File: src/tlpt_pkg.sv
// Shared constants and types for the two-level page table unit.
`default_nettype none
package tlpt_pkg;

  localparam int DEF_ENTRIES   = 16;
  localparam int DEF_PROCESSES = 4;

  localparam int ADDR_W    = 32;
  localparam int PROC_W    = 2;
  localparam int IDX_W     = 10;   // directory / entry field width in a virtual address
  localparam int DIR_LSB   = 22;
  localparam int ENT_LSB   = 12;

  typedef enum logic {
    OP_ALLOC     = 1'b0,
    OP_TRANSLATE = 1'b1
  } op_t;

  // Lookup decision handed from the fill tracker to the pipeline.
  typedef struct packed {
    logic              ok;      // item succeeds
    logic              is_tr;   // translate item
    logic              rd_en;   // read slot address from table
    logic              wr_en;   // store phys address into table
    logic [ADDR_W-1:0] va;      // virtual address returned on allocate
  } dec_t;

endpackage
`default_nettype wire

File: src/tlpt_fill.sv
// Per-process fill pointers and the allocate / translate decision.
`default_nettype none
module tlpt_fill #(
  parameter int ENTRIES   = tlpt_pkg::DEF_ENTRIES,
  parameter int PROCESSES = tlpt_pkg::DEF_PROCESSES
) (
  input  wire logic                         clk,
  input  wire logic                         rst_n,
  input  wire logic                         accept,
  input  wire logic                         op,
  input  wire logic [tlpt_pkg::PROC_W-1:0]  process,
  input  wire logic [tlpt_pkg::ADDR_W-1:0]  vaddr,
  output tlpt_pkg::dec_t                    dec,
  output logic [((PROCESSES < (1 << tlpt_pkg::PROC_W)) ? PROCESSES
                 : (1 << tlpt_pkg::PROC_W)) > 1
                ? $clog2((PROCESSES < (1 << tlpt_pkg::PROC_W)) ? PROCESSES
                         : (1 << tlpt_pkg::PROC_W)) + 2 * $clog2(ENTRIES) - 1
                : 2 * $clog2(ENTRIES) : 0] addr
);

  // Only processes reachable through the process field get a table.
  localparam int NPROC = (PROCESSES < (1 << tlpt_pkg::PROC_W)) ? PROCESSES
                         : (1 << tlpt_pkg::PROC_W);
  localparam int PW    = (NPROC > 1) ? $clog2(NPROC) : 1;
  localparam int IW    = $clog2(ENTRIES);
  localparam int DW    = $clog2(ENTRIES + 1);

  // Slots fill strictly in order and are never freed, so a (dir, entry)
  // pointer per process marks exactly the valid slots.
  logic [DW-1:0] dir_cnt_r [NPROC];
  logic [IW-1:0] ent_cnt_r [NPROC];
  logic [DW-1:0] dir_nxt;
  logic [IW-1:0] ent_nxt;

  logic                   proc_ok;
  logic [PW-1:0]          pi;
  logic [DW-1:0]          cur_dir;
  logic [IW-1:0]          cur_ent;
  logic                   full;
  logic [tlpt_pkg::IDX_W-1:0] va_dir;
  logic [tlpt_pkg::IDX_W-1:0] va_ent;
  logic                   range_ok;
  logic [DW-1:0]          tr_dir;
  logic                   in_use;
  logic                   is_tr;
  logic                   bump;

  always_comb begin
    proc_ok  = {30'd0, process} < 32'(NPROC);
    pi       = process[PW-1:0];
    cur_dir  = dir_cnt_r[pi];
    cur_ent  = ent_cnt_r[pi];
    full     = cur_dir == DW'(ENTRIES);
    is_tr    = op == tlpt_pkg::OP_TRANSLATE;

    va_dir   = vaddr[tlpt_pkg::DIR_LSB +: tlpt_pkg::IDX_W];
    va_ent   = vaddr[tlpt_pkg::ENT_LSB +: tlpt_pkg::IDX_W];
    range_ok = ({1'b0, va_dir} < 11'(ENTRIES)) && ({1'b0, va_ent} < 11'(ENTRIES));
    tr_dir   = DW'(va_dir[IW-1:0]);
    in_use   = (tr_dir < cur_dir) ||
               ((tr_dir == cur_dir) && (va_ent[IW-1:0] < cur_ent));

    bump      = accept && !is_tr && proc_ok && !full;

    dec.is_tr = is_tr;
    dec.ok    = proc_ok && (is_tr ? (range_ok && in_use) : !full);
    dec.rd_en = accept && is_tr && proc_ok && range_ok && in_use;
    dec.wr_en = bump;
    dec.va    = (tlpt_pkg::ADDR_W'(cur_dir) << tlpt_pkg::DIR_LSB) |
                (tlpt_pkg::ADDR_W'(cur_ent) << tlpt_pkg::ENT_LSB);

    if (is_tr) begin
      addr = {pi, va_dir[IW-1:0], va_ent[IW-1:0]};
    end else begin
      addr = {pi, cur_dir[IW-1:0], cur_ent};
    end

    // advance pointer: next entry, wrap into next directory
    if (cur_ent == IW'(ENTRIES - 1)) begin
      ent_nxt = '0;
      dir_nxt = cur_dir + DW'(1);
    end else begin
      ent_nxt = cur_ent + IW'(1);
      dir_nxt = cur_dir;
    end
  end

  always_ff @(posedge clk) begin
    if (!rst_n) begin
      for (int p = 0; p < NPROC; p++) begin
        dir_cnt_r[p] <= '0;
        ent_cnt_r[p] <= '0;
      end
    end else if (bump) begin
      dir_cnt_r[pi] <= dir_nxt;
      ent_cnt_r[pi] <= ent_nxt;
    end
  end

endmodule
`default_nettype wire

File: config.mk
export PLATFORM = sky130hd
export DESIGN_NAME = tlpt_fill
export DESIGN_NICKNAME = d
export VERILOG_FILES = /design/src/tlpt_pkg.sv /design/src/tlpt_fill.sv
export SDC_FILE = /design/constraint.sdc
export NUM_CORES = 1
export LEC_CHECK = 0
export ABC_AREA = 1
export BUFFER_PORTS_ARGS = -buffer_cell sky130_fd_sc_hd__buf_2
export CORE_AREA = 2 2 56 111
export DETAILED_ROUTE_END_ITERATION = 12
export DIE_AREA = 0 0 58 113
export PLACE_DENSITY_LB_ADDON = 0.1
export RECOVER_POWER = 50
export SLEW_MARGIN = 20
export SYNTH_ARGS = -nofsm -noshare
export SYNTH_HDL_FRONTEND = slang
export SYNTH_SLANG_ARGS = --single-unit
File: constraint.sdc
create_clock -name clk -period 2.5 [get_ports clk]
set_input_delay 0 -clock clk [delete_from_list [all_inputs] [get_ports clk]]
set_output_delay 0 -clock clk [all_outputs]
set_load 0.005 [all_outputs]
==> reports/results.txt <==
Die W - 58 um
Leakage - 1.326 nW
Core ar. - 5660 um^2
Commonest cells in the netlist - nand2_1 (73), nor2_1 (40), edfxtp_1 (36)
Postcts setup bufs - 0
Initial antenna violation count - 0
Post-synthesis register bit count - 36
Dominant cell type by area after synthesis - edfxtp_1
Yosys Warn Count - 0
Pin slew with the least headroom to its limit - 681.1 ps
Clock sinks - 36
Cells after DPL - 399
Outcome - finished, final reports clean
Worst-path clk slew - 50 ps
Tcrit/Tclk final - 0.8570
Global route overflow - 0
Synth Area per Inst - 8.410 um^2
VDD IR max - 564.8 uV
Vias - 1941
Critical Path AT - 2140 ps
Num CTS Buffers - 5
Cts repair resizes - 0
Tmin final - 2143 ps
CTS tree - yes
Synthesized instance count - 298
DIE AREA - 6554 um^2
TNS Setup - 0 ps
Nets - 393
H-tree levels - 2
Half-perimeter wire length after placement - 4.551 mm
Clk Latency, worst-skew pair - 280 ps
Placed instance area - 2666 um^2
Yosys top cell area share - 0.4314
Largest net degree at the start of global routing - 21
DR iter-0 viols - 76
DR vias/cell - 4.804
Rows - 39
Share of cells above drive strength 1 - 0.1866
Slew margin rel. - 0.5459
Startpoint Class - flip-flop
Non-Filler Instances - 404
Fin. Hold Viols - 0
IO buf count - 48
Post-route ant nets - 0
Worst hold path class - primary input to output port
First-pass GRT wire length - 8.645 mm
Drt pass-1 iters - 4
Final instance area - 2723 um^2
Maxcap violations - 0
CP Capture Type - output port
Clock root cell - clkbuf_16
Max Slew Vio Count - 0
Top FF cell, synth - edfxtp_1
DP Worst Slack - 304.1 ps
Initial Util - 0.4427
Pwr/cell area - 561.3 nW/um^2
Max Freq - 0.4667 GHz
Reg2reg start - dir_cnt_r[2][1]
Mapped cell area - 2506 um^2
Num ports - 84
Placer Congestion - 0.7964
Post-route DRC - 0
RSZ-0062 raised after global routing - no
Most common cell in the netlist - nand2_1
Seq/Total Area, Yosys - 0.4314
CP max FO - 6
Synth-to-Final Area Change - 8.637%
Synth area leaders - edfxtp_1 (43%), nand2_1 (11%), buf_4 (8.7%)
Clock Path Buffers - 2
Vias in the first global route - 1898
Die Y-Extent - 113 um
Hold Crit Start - vaddr[15]
EDFF count, synth - 36
All-Layer GR Usage - 0.1792
# hold bufs at CTS - 0
Routed WL - 5.518 mm
Async set-reset flop share out of synthesis - 0
Worst hold slack - 298.2 ps
Setup ws final - 357.4 ps
Final Skew - 3.894 ps
Antenna diodes - 0
Worst setup path startpoint - ent_cnt_r[2][3]
Crit path kind - flip-flop to output port
Drt wl/cell - 13.66 um
Distinct cells, synth - 28
Worst Path Required - 2500 ps
Final number of setup-violating endpoints - 0
-- cells in the final DEF, fill, tap and decap left out --
cell,Yosys,final
inv_2,2,2
clkbuf_2,0,3
nor3_4,1,1
nand4_1,2,5
a21o_1,1,1
o21ai_1,1,1
nor3_1,2,2
nand3_1,21,22
nand3_2,6,5
o21ai_0,12,12
a21oi_1,2,2
clkbuf_1,2,12
clkinv_1,1,1
nor2_1,40,41
nand2_4,4,3
nand2_1,73,76
inv_1,32,32
nor2_2,1,1
nor2_4,2,1
edfxtp_1,36,36
buf_4,29,2
ha_1,10,10
clkbuf_16,0,5
nor4_1,2,2
buf_2,0,37
conb_1,1,23
xnor2_1,1,1
nand2_2,6,4
-- layout make-up --
cell class,instances,area (um^2)
Tap cell,61,76.32
Sequential cell,36,1081
Fill cell,619,2938
Multi-Input combinational cell,213,1049
Clock buffer,5,125.1
Timing Repair Buffer,54,260.3
Inverter,35,131.4
-- critical path, stage by stage, from the launching register on --
cell,delay [ps]
edfxtp_1,370
nand2_1,70
nand3_1,80
nand2_2,160
ha_1,260
a21oi_1,170
nand2_1,70
nor3_1,220
nand2_1,80
nand2_1,90
nand2_1,90
nor2_1,80
buf_2,120
-- worst paths after layout --
check	slack, ps	endpoint	cells after the start
max	360	dec[33]	12
min	300	addr[3]	4
max reg2reg	400	dir_cnt_r[2][3]	9
min reg2reg	920	ent_cnt_r[3][0]	5
-- per-layer routing --
layer	up-vias	routed length, um	global-route usage
met3	8	291	0.03657
met4	0	130	0.06977
met5	-	0	0
met2	65	3270	0.3667
met1	869	1826	0.1565
li1	999	-	-
-- kinds of logic after synthesis --
group	after synthesis	share of synthesized area
xor gates and xnor gates	1	0.003495
buffers and inverters	71	0.1658
AOI/OAI and AO/OA	16	0.03295
DFF	36	0.4314
adders and majority gates	10	0.04993
other	1	0.001496
and+or+nand+nor	163	0.3150
-- power by group --
| group | switching (W) | internal (W) |
|---|---|---|
| clock | 0.000204 | 0.000351 |
| sequential | 0.00000656 | 0.000693 |
| combinational | 0.000182 | 0.0000916 |
| total | 0.000393 | 0.00114 |
-- registers in the layout, indices dropped and copies added (netlist names) --
signal     flops
dir_cnt_r     20
ent_cnt_r     16
-- through the flow --
step	power, W	utilization
after floorplan	0.0009341	-
after global placement	0.0009935	0.4710
after detailed placement	0.0009997	0.4710
after CTS	0.001554	0.4931
after global routing	0.001593	0.4810
final	0.001528	0.4810
Power figures use the tool's default switching activity.
